**config.mk**
```make
export PLATFORM = sky130hd
export DESIGN_NAME = windowed_ngram_repeat_ban
export DESIGN_NICKNAME = d
export VERILOG_FILES = /design/src/rtl/wnrb_pkg.sv /design/src/rtl/windowed_ngram_repeat_ban.sv /design/src/rtl/wnrb_ram.sv /design/src/rtl/wnrb_front.sv /design/src/rtl/wnrb_back.sv
export SDC_FILE = /design/constraint.sdc
export NUM_CORES = 2
export LEC_CHECK = 0
export ABC_AREA = 1
export BUFFER_PORTS_ARGS = -buffer_cell sky130_fd_sc_hd__buf_2
export CAP_MARGIN = 20
export CORE_MARGIN = 1
export CORE_UTILIZATION = 57
export DETAILED_ROUTE_END_ITERATION = 8
export PLACE_DENSITY = 0.76
export SYNTH_ARGS = -nofsm -noshare
export SYNTH_HDL_FRONTEND = slang
export SYNTH_SLANG_ARGS = --single-unit
```
**constraint.sdc**
```tcl
create_clock -name clk_i -period 8.23 [get_ports clk_i]
set_clock_uncertainty 0.15 [all_clocks]
set_input_delay 0.4115 -clock clk_i [delete_from_list [all_inputs] [get_ports clk_i]]
set_output_delay 0.4115 -clock clk_i [all_outputs]
set_load 0.01 [all_outputs]
```
**src/rtl/wnrb_pkg.sv**
```systemverilog
`timescale 1ns / 1ps
// shared types, codes and default sizes for the windowed n-gram repeat ban
// no dependencies

package wnrb_pkg;

  localparam int MaxWindow    = 64;
  localparam int TokenBits    = 18;
  localparam int MaxNgram     = 8;
  localparam int MaxResults   = 64;
  localparam int VocabBits    = 19;
  localparam int CfgDataBits  = 19;
  localparam int CfgIndexBits = 2;

  localparam logic [3:0]           NgramReset  = 4'd3;
  localparam logic [6:0]           WindowReset = 7'd64;
  localparam logic [VocabBits-1:0] VocabReset  = 19'd262144;

  typedef enum logic [CfgIndexBits-1:0] {
    CFG_ENABLE = 2'd0,
    CFG_NGRAM  = 2'd1,
    CFG_WINDOW = 2'd2,
    CFG_VOCAB  = 2'd3
  } cfg_index_e;

  typedef enum logic [1:0] {
    STATUS_NONE     = 2'd0,
    STATUS_BANNED   = 2'd1,
    STATUS_REJECTED = 2'd2
  } status_e;

  typedef enum logic [1:0] {
    KIND_REJECT = 2'd0,
    KIND_PASS   = 2'd1,
    KIND_SCAN   = 2'd2
  } kind_e;

  typedef enum logic [2:0] {
    BK_IDLE  = 3'd0,
    BK_PUSH  = 3'd1,
    BK_START = 3'd2,
    BK_SCAN  = 3'd3,
    BK_DONE  = 3'd4
  } back_state_e;

  typedef struct packed {
    logic                 enable;
    logic [3:0]           ngram_size;
    logic [6:0]           window_length;
    logic [VocabBits-1:0] vocab_limit;
  } cfg_t;

endpackage

```
**src/rtl/windowed_ngram_repeat_ban.sv**
```systemverilog
`timescale 1ns / 1ps
// top level of the windowed n-gram repeat ban: config registers, front end, back end
// depends on wnrb_pkg, wnrb_front, wnrb_back (and wnrb_ram below it)
//
// channel   dir  handshake                  payload
// in        in   in_valid_i / in_stall_o    token_i
// out       out  out_valid_o / out_stall_i  status_o, banned_token_o, last_o
// cfg       in   cfg_we_i (no wait)         cfg_index_i, cfg_data_i
//
// a rejected or pass-through token loads its one result from idle, once the output is free
// a scanned token is pushed, then c = min(tokens pushed, window) history entries are read
// through the single read port, one a cycle while no ban is held; none if c is below n
// reset needs no clearing pass: only written history entries are ever inside the window
// the front queue holds two tokens, so input can run ahead of a scan until it is full
// an output stall freezes the scan only when a second ban must leave

module windowed_ngram_repeat_ban #(
  parameter int MAX_WINDOW = wnrb_pkg::MaxWindow,
  parameter int TOKEN_BITS = wnrb_pkg::TokenBits,
  parameter int MAX_NGRAM  = wnrb_pkg::MaxNgram
) (
  input  logic                              clk_i,
  input  logic                              rst_ni,
  // token requests
  input  logic                              in_valid_i,
  output logic                              in_stall_o,
  input  logic [TOKEN_BITS-1:0]             token_i,
  // ban results
  output logic                              out_valid_o,
  input  logic                              out_stall_i,
  output logic [1:0]                        status_o,
  output logic [TOKEN_BITS-1:0]             banned_token_o,
  output logic                              last_o,
  // register writes
  input  logic                              cfg_we_i,
  input  logic [wnrb_pkg::CfgIndexBits-1:0] cfg_index_i,
  input  logic [wnrb_pkg::CfgDataBits-1:0]  cfg_data_i
);

  wnrb_pkg::cfg_t        cfg_q, cfg_d;
  logic                  q_valid;
  wnrb_pkg::kind_e       q_kind;
  logic [TOKEN_BITS-1:0] q_token;
  logic                  q_pop;

  // register file, each write keeps only the register's own width
  always_comb begin
    cfg_d = cfg_q;
    if (cfg_we_i) begin
      unique case (wnrb_pkg::cfg_index_e'(cfg_index_i))
        wnrb_pkg::CFG_ENABLE: cfg_d.enable        = cfg_data_i[0];
        wnrb_pkg::CFG_NGRAM:  cfg_d.ngram_size    = cfg_data_i[3:0];
        wnrb_pkg::CFG_WINDOW: cfg_d.window_length = cfg_data_i[6:0];
        wnrb_pkg::CFG_VOCAB:  cfg_d.vocab_limit   = cfg_data_i[wnrb_pkg::VocabBits-1:0];
        default: cfg_d = cfg_q;
      endcase
    end
  end

  always_ff @(posedge clk_i or negedge rst_ni) begin
    if (!rst_ni) begin
      cfg_q.enable        <= 1'b0;
      cfg_q.ngram_size    <= wnrb_pkg::NgramReset;
      cfg_q.window_length <= wnrb_pkg::WindowReset;
      cfg_q.vocab_limit   <= wnrb_pkg::VocabReset;
    end else begin
      cfg_q <= cfg_d;
    end
  end

  // classification and queueing of incoming tokens
  wnrb_front #(
    .TOKEN_BITS (TOKEN_BITS)
  ) u_front (
    .clk_i      (clk_i),
    .rst_ni     (rst_ni),
    .cfg_i      (cfg_q),
    .in_valid_i (in_valid_i),
    .in_stall_o (in_stall_o),
    .token_i    (token_i),
    .q_valid_o  (q_valid),
    .q_kind_o   (q_kind),
    .q_token_o  (q_token),
    .q_pop_i    (q_pop)
  );

  // history push, window scan and result register
  wnrb_back #(
    .MAX_WINDOW (MAX_WINDOW),
    .TOKEN_BITS (TOKEN_BITS),
    .MAX_NGRAM  (MAX_NGRAM)
  ) u_back (
    .clk_i          (clk_i),
    .rst_ni         (rst_ni),
    .cfg_i          (cfg_q),
    .q_valid_i      (q_valid),
    .q_kind_i       (q_kind),
    .q_token_i      (q_token),
    .q_pop_o        (q_pop),
    .out_valid_o    (out_valid_o),
    .out_stall_i    (out_stall_i),
    .status_o       (status_o),
    .banned_token_o (banned_token_o),
    .last_o         (last_o)
  );

endmodule

```
**src/rtl/wnrb_ram.sv**
```systemverilog
`timescale 1ns / 1ps
// generic single write port, single read port ram with registered read
// no dependencies

module wnrb_ram #(
  parameter int WIDTH = 18,
  parameter int DEPTH = 64
) (
  input  logic                     clk_i,
  input  logic                     we_i,
  input  logic [$clog2(DEPTH)-1:0] waddr_i,
  input  logic [WIDTH-1:0]         wdata_i,
  input  logic                     re_i,
  input  logic [$clog2(DEPTH)-1:0] raddr_i,
  output logic [WIDTH-1:0]         rdata_o
);

  logic [WIDTH-1:0] mem_q [DEPTH];
  logic [WIDTH-1:0] rdata_q;

  always_ff @(posedge clk_i) begin
    if (we_i) begin
      mem_q[waddr_i] <= wdata_i;
    end
    if (re_i) begin
      rdata_q <= mem_q[raddr_i];
    end
  end

  assign rdata_o = rdata_q;

endmodule

```
**src/rtl/wnrb_front.sv**
```systemverilog
`timescale 1ns / 1ps
// front end: takes tokens, classifies them and holds them in a two-entry queue
// depends on wnrb_pkg

module wnrb_front #(
  parameter int TOKEN_BITS = wnrb_pkg::TokenBits
) (
  input  logic                  clk_i,
  input  logic                  rst_ni,
  input  wnrb_pkg::cfg_t        cfg_i,
  input  logic                  in_valid_i,
  output logic                  in_stall_o,
  input  logic [TOKEN_BITS-1:0] token_i,
  output logic                  q_valid_o,
  output wnrb_pkg::kind_e       q_kind_o,
  output logic [TOKEN_BITS-1:0] q_token_o,
  input  logic                  q_pop_i
);

  localparam int VW = (TOKEN_BITS > wnrb_pkg::VocabBits) ? TOKEN_BITS : wnrb_pkg::VocabBits;

  wnrb_pkg::kind_e       kind_q [2];
  logic [TOKEN_BITS-1:0] tok_q  [2];
  logic                  wptr_q, wptr_d;
  logic                  rptr_q, rptr_d;
  logic [1:0]            count_q, count_d;
  logic                  push, pop;
  wnrb_pkg::kind_e       kind;

  // reject test runs even when disabled
  always_comb begin
    if (VW'(token_i) >= VW'(cfg_i.vocab_limit)) begin
      kind = wnrb_pkg::KIND_REJECT;
    end else if (!cfg_i.enable) begin
      kind = wnrb_pkg::KIND_PASS;
    end else begin
      kind = wnrb_pkg::KIND_SCAN;
    end
  end

  assign in_stall_o = (count_q == 2'd2);
  assign push       = in_valid_i && !in_stall_o;
  assign pop        = q_pop_i && (count_q != 2'd0);
  assign q_valid_o  = (count_q != 2'd0);
  assign q_kind_o   = kind_q[rptr_q];
  assign q_token_o  = tok_q[rptr_q];

  always_comb begin
    wptr_d  = push ? ~wptr_q : wptr_q;
    rptr_d  = pop ? ~rptr_q : rptr_q;
    count_d = count_q;
    if (push && !pop) begin
      count_d = count_q + 2'd1;
    end else if (pop && !push) begin
      count_d = count_q - 2'd1;
    end
  end

  always_ff @(posedge clk_i or negedge rst_ni) begin
    if (!rst_ni) begin
      wptr_q  <= 1'b0;
      rptr_q  <= 1'b0;
      count_q <= 2'd0;
    end else begin
      wptr_q  <= wptr_d;
      rptr_q  <= rptr_d;
      count_q <= count_d;
    end
  end

  always_ff @(posedge clk_i) begin
    if (push) begin
      kind_q[wptr_q] <= kind;
      tok_q[wptr_q]  <= token_i;
    end
  end

endmodule

```
**src/rtl/wnrb_back.sv**
```systemverilog
`timescale 1ns / 1ps
// back end: history ring, window scan against the newest n-1 tokens, result register
// depends on wnrb_pkg and wnrb_ram

module wnrb_back #(
  parameter int MAX_WINDOW = wnrb_pkg::MaxWindow,
  parameter int TOKEN_BITS = wnrb_pkg::TokenBits,
  parameter int MAX_NGRAM  = wnrb_pkg::MaxNgram
) (
  input  logic                  clk_i,
  input  logic                  rst_ni,
  input  wnrb_pkg::cfg_t        cfg_i,
  input  logic                  q_valid_i,
  input  wnrb_pkg::kind_e       q_kind_i,
  input  logic [TOKEN_BITS-1:0] q_token_i,
  output logic                  q_pop_o,
  output logic                  out_valid_o,
  input  logic                  out_stall_i,
  output logic [1:0]            status_o,
  output logic [TOKEN_BITS-1:0] banned_token_o,
  output logic                  last_o
);

  localparam int AW = $clog2(MAX_WINDOW);
  localparam int CW = $clog2(MAX_WINDOW + 1);
  localparam int EW = (CW > 7) ? CW : 7;
  localparam int SL = (MAX_NGRAM > 1) ? MAX_NGRAM - 1 : 1;
  localparam int RW = $clog2(wnrb_pkg::MaxResults + 1);

  wnrb_pkg::back_state_e state_q, state_d;
  logic [TOKEN_BITS-1:0] cur_tok_q, cur_tok_d;
  logic [AW-1:0]         slot_q, slot_d, slot_nx;
  logic [CW-1:0]         pc_q, pc_d, pc_nx;
  logic [TOKEN_BITS-1:0] sfx_q [SL];
  logic [TOKEN_BITS-1:0] sfx_d [SL];
  logic [TOKEN_BITS-1:0] pw_q  [SL];
  logic [TOKEN_BITS-1:0] pw_d  [SL];
  logic [CW-1:0]         c_q, c_d;
  logic [AW-1:0]         addr_q, addr_d, addr_nx;
  logic [CW-1:0]         left_q, left_d;
  logic [CW-1:0]         seen_q, seen_d;
  logic                  dv_q, dv_d;
  logic                  pend_valid_q, pend_valid_d;
  logic [TOKEN_BITS-1:0] pend_tok_q, pend_tok_d;
  logic [RW-1:0]         cnt_q, cnt_d;
  logic                  out_valid_q, out_valid_d;
  wnrb_pkg::status_e     out_status_q;
  logic [TOKEN_BITS-1:0] out_tok_q;
  logic                  out_last_q;

  logic                  emit, emit_last, out_free;
  wnrb_pkg::status_e     emit_status;
  logic [TOKEN_BITS-1:0] emit_tok;
  logic                  ram_we, ram_re;
  logic [TOKEN_BITS-1:0] rdata;
  logic [EW-1:0]         ng_e, win_e, n1, w1, w2, n2;
  logic [CW-1:0]         n_eff, w_eff, nm1;
  logic [CW:0]           slot_x, start_x;
  logic                  eq, match, hold;

  // effective n and window from the live registers
  always_comb begin
    ng_e  = EW'(cfg_i.ngram_size);
    win_e = EW'(cfg_i.window_length);
    if (ng_e == '0) begin
      n1 = EW'(1);
    end else if (ng_e > EW'(MAX_NGRAM)) begin
      n1 = EW'(MAX_NGRAM);
    end else begin
      n1 = ng_e;
    end
    w1 = (win_e < n1) ? n1 : win_e;
    w2 = (w1 > EW'(MAX_WINDOW)) ? EW'(MAX_WINDOW) : w1;
    n2 = (n1 > w2) ? w2 : n1;
  end

  assign n_eff = CW'(n2);
  assign w_eff = CW'(w2);
  assign nm1   = n_eff - CW'(1);

  assign slot_nx = (slot_q == AW'(MAX_WINDOW - 1)) ? '0 : slot_q + AW'(1);
  assign addr_nx = (addr_q == AW'(MAX_WINDOW - 1)) ? '0 : addr_q + AW'(1);
  assign pc_nx   = (pc_q == CW'(MAX_WINDOW)) ? pc_q : pc_q + CW'(1);

  // oldest window slot, ring wraps at the full depth
  always_comb begin
    slot_x = (CW+1)'(slot_q);
    if (slot_x >= (CW+1)'(c_q)) begin
      start_x = slot_x - (CW+1)'(c_q);
    end else begin
      start_x = slot_x + (CW+1)'(MAX_WINDOW) - (CW+1)'(c_q);
    end
  end

  // prefix of the entry under test against the newest n-1 tokens
  always_comb begin
    eq = 1'b1;
    for (int j = 0; j < SL; j++) begin
      if ((EW'(j) < EW'(nm1)) && (pw_q[j] != sfx_q[j])) begin
        eq = 1'b0;
      end
    end
  end

  assign out_free = !out_valid_q || !out_stall_i;
  assign match    = dv_q && (seen_q >= nm1) && eq && (cnt_q < RW'(wnrb_pkg::MaxResults));
  assign hold     = match && pend_valid_q && !out_free;

  always_comb begin
    state_d      = state_q;
    cur_tok_d    = cur_tok_q;
    slot_d       = slot_q;
    pc_d         = pc_q;
    sfx_d        = sfx_q;
    pw_d         = pw_q;
    c_d          = c_q;
    addr_d       = addr_q;
    left_d       = left_q;
    seen_d       = seen_q;
    dv_d         = dv_q;
    pend_valid_d = pend_valid_q;
    pend_tok_d   = pend_tok_q;
    cnt_d        = cnt_q;
    q_pop_o      = 1'b0;
    emit         = 1'b0;
    emit_status  = wnrb_pkg::STATUS_NONE;
    emit_tok     = '0;
    emit_last    = 1'b1;
    ram_we       = 1'b0;
    ram_re       = 1'b0;

    unique case (state_q)
      wnrb_pkg::BK_IDLE: begin
        if (q_valid_i) begin
          if (q_kind_i == wnrb_pkg::KIND_SCAN) begin
            q_pop_o   = 1'b1;
            cur_tok_d = q_token_i;
            state_d   = wnrb_pkg::BK_PUSH;
          end else if (out_free) begin
            q_pop_o     = 1'b1;
            emit        = 1'b1;
            emit_status = (q_kind_i == wnrb_pkg::KIND_REJECT) ?
                          wnrb_pkg::STATUS_REJECTED : wnrb_pkg::STATUS_NONE;
          end
        end
      end
      wnrb_pkg::BK_PUSH: begin
        ram_we   = 1'b1;
        slot_d   = slot_nx;
        pc_d     = pc_nx;
        sfx_d[0] = cur_tok_q;
        for (int j = 1; j < SL; j++) begin
          sfx_d[j] = sfx_q[j-1];
        end
        c_d     = (pc_nx < w_eff) ? pc_nx : w_eff;
        state_d = wnrb_pkg::BK_START;
      end
      wnrb_pkg::BK_START: begin
        if (c_q < n_eff) begin
          if (out_free) begin
            emit    = 1'b1;
            state_d = wnrb_pkg::BK_IDLE;
          end
        end else begin
          addr_d       = AW'(start_x);
          left_d       = c_q;
          seen_d       = '0;
          dv_d         = 1'b0;
          cnt_d        = '0;
          pend_valid_d = 1'b0;
          state_d      = wnrb_pkg::BK_SCAN;
        end
      end
      wnrb_pkg::BK_SCAN: begin
        if (!hold) begin
          if (dv_q) begin
            pw_d[0] = rdata;
            for (int j = 1; j < SL; j++) begin
              pw_d[j] = pw_q[j-1];
            end
            seen_d = seen_q + CW'(1);
            if (match) begin
              if (pend_valid_q) begin
                emit        = 1'b1;
                emit_status = wnrb_pkg::STATUS_BANNED;
                emit_tok    = pend_tok_q;
                emit_last   = 1'b0;
              end
              pend_valid_d = 1'b1;
              pend_tok_d   = rdata;
              cnt_d        = cnt_q + RW'(1);
            end
          end
          ram_re = (left_q != '0);
          if (ram_re) begin
            addr_d = addr_nx;
            left_d = left_q - CW'(1);
          end
          dv_d = ram_re;
          if (!dv_q && (left_q == '0)) begin
            state_d = wnrb_pkg::BK_DONE;
          end
        end
      end
      wnrb_pkg::BK_DONE: begin
        if (out_free) begin
          emit = 1'b1;
          if (pend_valid_q) begin
            emit_status = wnrb_pkg::STATUS_BANNED;
            emit_tok    = pend_tok_q;
          end
          pend_valid_d = 1'b0;
          state_d      = wnrb_pkg::BK_IDLE;
        end
      end
      default: begin
        state_d = wnrb_pkg::BK_IDLE;
      end
    endcase
  end

  assign out_valid_d = emit ? 1'b1 : (out_stall_i ? out_valid_q : 1'b0);

  always_ff @(posedge clk_i or negedge rst_ni) begin
    if (!rst_ni) begin
      state_q      <= wnrb_pkg::BK_IDLE;
      slot_q       <= '0;
      pc_q         <= '0;
      left_q       <= '0;
      seen_q       <= '0;
      dv_q         <= 1'b0;
      pend_valid_q <= 1'b0;
      cnt_q        <= '0;
      out_valid_q  <= 1'b0;
    end else begin
      state_q      <= state_d;
      slot_q       <= slot_d;
      pc_q         <= pc_d;
      left_q       <= left_d;
      seen_q       <= seen_d;
      dv_q         <= dv_d;
      pend_valid_q <= pend_valid_d;
      cnt_q        <= cnt_d;
      out_valid_q  <= out_valid_d;
    end
  end

  always_ff @(posedge clk_i) begin
    cur_tok_q  <= cur_tok_d;
    sfx_q      <= sfx_d;
    pw_q       <= pw_d;
    c_q        <= c_d;
    addr_q     <= addr_d;
    pend_tok_q <= pend_tok_d;
    if (emit) begin
      out_status_q <= emit_status;
      out_tok_q    <= emit_tok;
      out_last_q   <= emit_last;
    end
  end

  wnrb_ram #(
    .WIDTH (TOKEN_BITS),
    .DEPTH (MAX_WINDOW)
  ) u_hist (
    .clk_i   (clk_i),
    .we_i    (ram_we),
    .waddr_i (slot_q),
    .wdata_i (cur_tok_q),
    .re_i    (ram_re),
    .raddr_i (addr_q),
    .rdata_o (rdata)
  );

  assign out_valid_o    = out_valid_q;
  assign status_o       = out_status_q;
  assign banned_token_o = out_tok_q;
  assign last_o         = out_last_q;

  // only bans can be followed by more results of the same token
  a_not_last_is_ban: assert property (@(posedge clk_i) disable iff (!rst_ni)
    out_valid_q && !out_last_q |-> out_status_q == wnrb_pkg::STATUS_BANNED)
    else $error("non-final result is not a ban");

  // nothing left over from a scan once back in idle
  a_idle_clean: assert property (@(posedge clk_i) disable iff (!rst_ni)
    state_q == wnrb_pkg::BK_IDLE |-> !pend_valid_q && !dv_q)
    else $error("scan state left over in idle");

  // a held ban never gets lost while the result register is stalled
  a_hold_keeps_pending: assert property (@(posedge clk_i) disable iff (!rst_ni)
    state_q == wnrb_pkg::BK_SCAN && hold |=> pend_valid_q && $stable(pend_tok_q))
    else $error("pending ban lost during stall");

  a_count_cap: assert property (@(posedge clk_i) disable iff (!rst_ni)
    cnt_q <= RW'(wnrb_pkg::MaxResults))
    else $error("result count above cap");

endmodule
```
==> flow_summary.json <==
{
  "yosys_most_used_dff": "edfxtp_1",
  "grt_setup_unrepaired": "false",
  "nets": 5084,
  "die_y_um": 337,
  "p_total_mw": 22.8,
  "synth_edf_count": 1532,
  "viasPerCell": 6.17,
  "synth.avg_cell_area_um2": 13.2,
  "cts_htree_levels": 4,
  "fp.dieW_um": 337,
  "timing.max_cap.violations": 0,
  "report.final.slew_viol_count": 0,
  "clk_pin_slew_worst_paths_ns": 0.06,
  "fp-row-count": 122,
  "place_inst": 6254,
  "power.switching_mw": 7.61,
  "hold_violations": 0,
  "setup_viol_count_final": 0,
  "post_cts_resized": 0,
  "pwr_density_cell_mw_per_mm2": 316,
  "grt_pass1_wl_um": 233000,
  "slowest_delay_ns": 0.56,
  "ys_types": 54,
  "worstPathArrival_ns": 7.52,
  "netlist_area_mm2": 0.0641,
  "critPathMaxFanout": 21,
  "path_common_cell": "inv_1",
  "crit_required_ns": 8.46,
  "synth_seq_area_share": 0.748,
  "drc": 0,
  "drt_iter0_drc": 5016,
  "clock_latency_ns": 0.77,
  "vdd_drop_max_mv": 0.290,
  "gp_congestion": 0.912,
  "swShare": 0.334,
  "postRouteAntennaNets": 0,
  "grt-ovfl-total": 0,
  "wire_per_inst_um": 23.8,
  "portBuffers": 66,
  "io_pins": 67,
  "grt_pass1_vias": 38600,
  "status": "finished, final reports clean",
  "critical_path_class": "flip-flop to flip-flop",
  "hold_slack_ns": 0.180,
  "cp-start-kind": "flip-flop",
  "cp_top_family": "compound AO/OA/AOI/OAI gates",
  "synthArstFlopShare": 0.0467,
  "wirelength_um": 157000,
  "period_share": 0.885,
  "track_usage": 0.275,
  "grt_max_degree": 189,
  "power_frac_comb": 0.254,
  "period_needed_ns": 7.28,
  "antenna_found_initial": 4,
  "hpwlAfterDp_um": 85900,
  "maxSlewHeadroom": 0.278,
  "power.clock.fraction": 0.313,
  "die-area_mm2": 0.114,
  "hold_path_class": "primary input to flip-flop",
  "tns_ns": 0,
  "layout.cells.non_filler": 6599,
  "slowest_stage": "dfstp_2",
  "numClockSinks": 1607,
  "cts-root-buf": "clkbuf_16",
  "worst-path-buf-inv": 10,
  "drive_gt1_frac": 0.102,
  "pwr-share-seq": 0.433,
  "cts_buffer_depth": 3,
  "syn_to_final_growth_pct": 12.4,
  "post_cts_buffers": 0,
  "yosys_warnings": 0,
  "fin_util": 0.649,
  "worst_slew_pin_slew_ns": 1.08,
  "syn_inst": 4856,
  "max_freq_mhz": 137,
  "yosys_register_bits": 1607,
  "p_int_mw": 15.2,
  "cts_tree": "built",
  "drt_pre_antenna_iters": 5,
  "endpoint_kind": "flip-flop",
  "vias": 40700,
  "core-area_mm2": 0.111,
  "power.static_leakage_nw": 24.8,
  "start_util": 0.577,
  "cts_buffers": 158
}
## metrics by stage
step	setup WS (ns)	area, um^2
finish	0.948	72000
global placement	0.990	66300
global route	0.0739	72000
floorplan	0.364	64100
CTS	0.947	71800
detailed placement	0.960	66300
## metal layers
metal | GRT usage | wire length [um] | vias up
li1 | - | - | 18100
met1 | 0.373 | 58400 | 19800
met2 | 0.430 | 74200 | 2385
met3 | 0.0543 | 16400 | 412
met4 | 0.136 | 7780 | 4
met5 | 0 | 27 | -
## tightest hold or removal path: stages
cell,delay (ns)
buf_2,0.12
o21ai_0,0.22
inv_1,0.15
nor2_1,0.11
nor2_1,0.04
## registers in the layout, summed over array words and instances (netlist names), 3 cells and up
signal and flops:
cfg_q 31, u_back.addr_q 6, u_back.banned_token_o 18, u_back.c_q 7, u_back.cnt_q 7, u_back.cur_tok_q 18, u_back.left_q 7, u_back.pc_q 7
u_back.pend_tok_q 18, u_back.pw_q 126, u_back.seen_q 7, u_back.sfx_q 126, u_back.slot_q 6, u_back.state_q 3, u_back.u_hist.mem_q 1152, u_back.u_hist.rdata_o 18
u_front.kind_q 4, u_front.tok_q 36
## cell usage in the layout, fill, tap and decap left out, drive strengths merged, types with 3 or more instances in the layout
master       synthesis  final
a211oi               8      8
a21oi               43     43
a22o                 4      4
a31oi                7      7
and3                15     15
buf                 13    180
bufinv               0     15
clkbuf             250    187
clkinv               4     77
clkinvlp             0      5
conb                 1      3
dfrtp               71     71
dfstp                4      4
dlygate4sd3          0     45
edfxtp            1532   1532
ha                  59     59
inv                185    194
mux2                19     19
nand2              237    237
nand3               63     63
nand4               22     22
nor2               945    945
nor3                22     22
nor4                 9      9
o211ai               8      8
o21a                 3      3
o21ai              805    805
o22ai              363    363
o32ai               25     25
or2                 17     17
xnor2               46     46
xor2                61     61
## cell usage after synthesis (3+ instances only)
| cell type | n | share of area |
|---|---|---|
| o21ai_2 | 12 | 0.0016 |
| dfstp_2 | 4 | 0.0016 |
| inv_2 | 5 | 0.00029 |
| mux2_2 | 19 | 0.0033 |
| a31oi_1 | 7 | 0.00068 |
| or2_2 | 16 | 0.0016 |
| a22o_1 | 4 | 0.00055 |
| buf_6 | 3 | 0.00053 |
| nor2_1 | 941 | 0.055 |
| nor4_1 | 9 | 0.00088 |
| o32ai_1 | 25 | 0.0034 |
| xor2_1 | 61 | 0.0083 |
| nand4_1 | 22 | 0.0021 |
| o21ai_0 | 791 | 0.062 |
| clkinv_1 | 4 | 0.00023 |
| and3_1 | 10 | 0.00098 |
| nor3_1 | 22 | 0.0017 |
| nor2_2 | 3 | 0.00029 |
| nand3_2 | 5 | 0.00078 |
| and3_2 | 5 | 0.00059 |
| ha_1 | 59 | 0.012 |
| nand3_1 | 58 | 0.0045 |
| nand2_2 | 18 | 0.0018 |
| buf_1 | 8 | 0.00047 |
| inv_1 | 180 | 0.011 |
| edfxtp_1 | 1532 | 0.72 |
| a211oi_1 | 8 | 0.00094 |
| o211ai_1 | 8 | 0.00094 |
| dfrtp_1 | 71 | 0.028 |
| nand2_4 | 7 | 0.0012 |
| xnor2_1 | 46 | 0.0063 |
| a21oi_1 | 41 | 0.0032 |
| o22ai_1 | 363 | 0.035 |
| clkbuf_1 | 250 | 0.015 |
| nand2_1 | 212 | 0.012 |
## repair_timing
item,CTS,global route
hold endpoints to repair,139,11
setup endpoints to repair,0,0
hold buffers,44,1
## cell type report
cell class              count  area (um^2)
flip-flops and latches   1607        47900
fillers                  7550        39000
multi-input cells        2799        14500
clock buffers             187         4080
well taps                1488         1860
repair buffers            225         1840
clock inverters           102         1050
inverters                 189          729
diodes                      2         5.00
## power by group through the flow
| stage | Clock, mW | Combinational (mW) | Sequential [mW] |
|---|---|---|---|
| floorplan | 0 | 3.61 | 9.85 |
| global placement | 0 | 5.40 | 9.99 |
| detailed placement | 0 | 5.54 | 10.0 |
| CTS | 7.18 | 5.61 | 9.87 |
| global route | 7.51 | 6.18 | 9.92 |
| finish | 7.12 | 5.78 | 9.87 |
## final timing paths
kind                                      startpoint                             endpoint  slack, ns  depth (start not counted)
setup / recovery               cfg_q[27]$_DFFE_PN1P_  u_back.banned_token_o[12]$_DFFE_PP_       0.95                         47
hold / removal                            in_valid_i           u_front.wptr_q$_DFFE_PN0P_       0.18                          5
setup reg to reg               cfg_q[27]$_DFFE_PN1P_  u_back.banned_token_o[12]$_DFFE_PP_       0.95                         47
hold reg to reg            u_back.pw_q[66]$_DFFE_PP_            u_back.pw_q[48]$_DFFE_PP_       0.29                          0
max in group asynchronous                     rst_ni                cfg_q[26]$_DFFE_PN1P_       6.85                          4
min in group asynchronous                     rst_ni         u_back.seen_q[3]$_DFFE_PN0P_       0.41                          3
## cells by family (layout without fill, tap and decap cells)
group           count (synthesis)  count (layout)  synth area share
mux                            20              20           0.00350
flops                        1607            1607             0.748
buf+inv                       452             703            0.0269
fa+ha+maj                      60              60            0.0118
other cells                     1               5         0.0000585
simple gates                 1334            1334            0.0848
xor+xnor                      107             107            0.0146
compound gates               1275            1275             0.111
No activity file was read; power rests on OpenSTA's default activity.
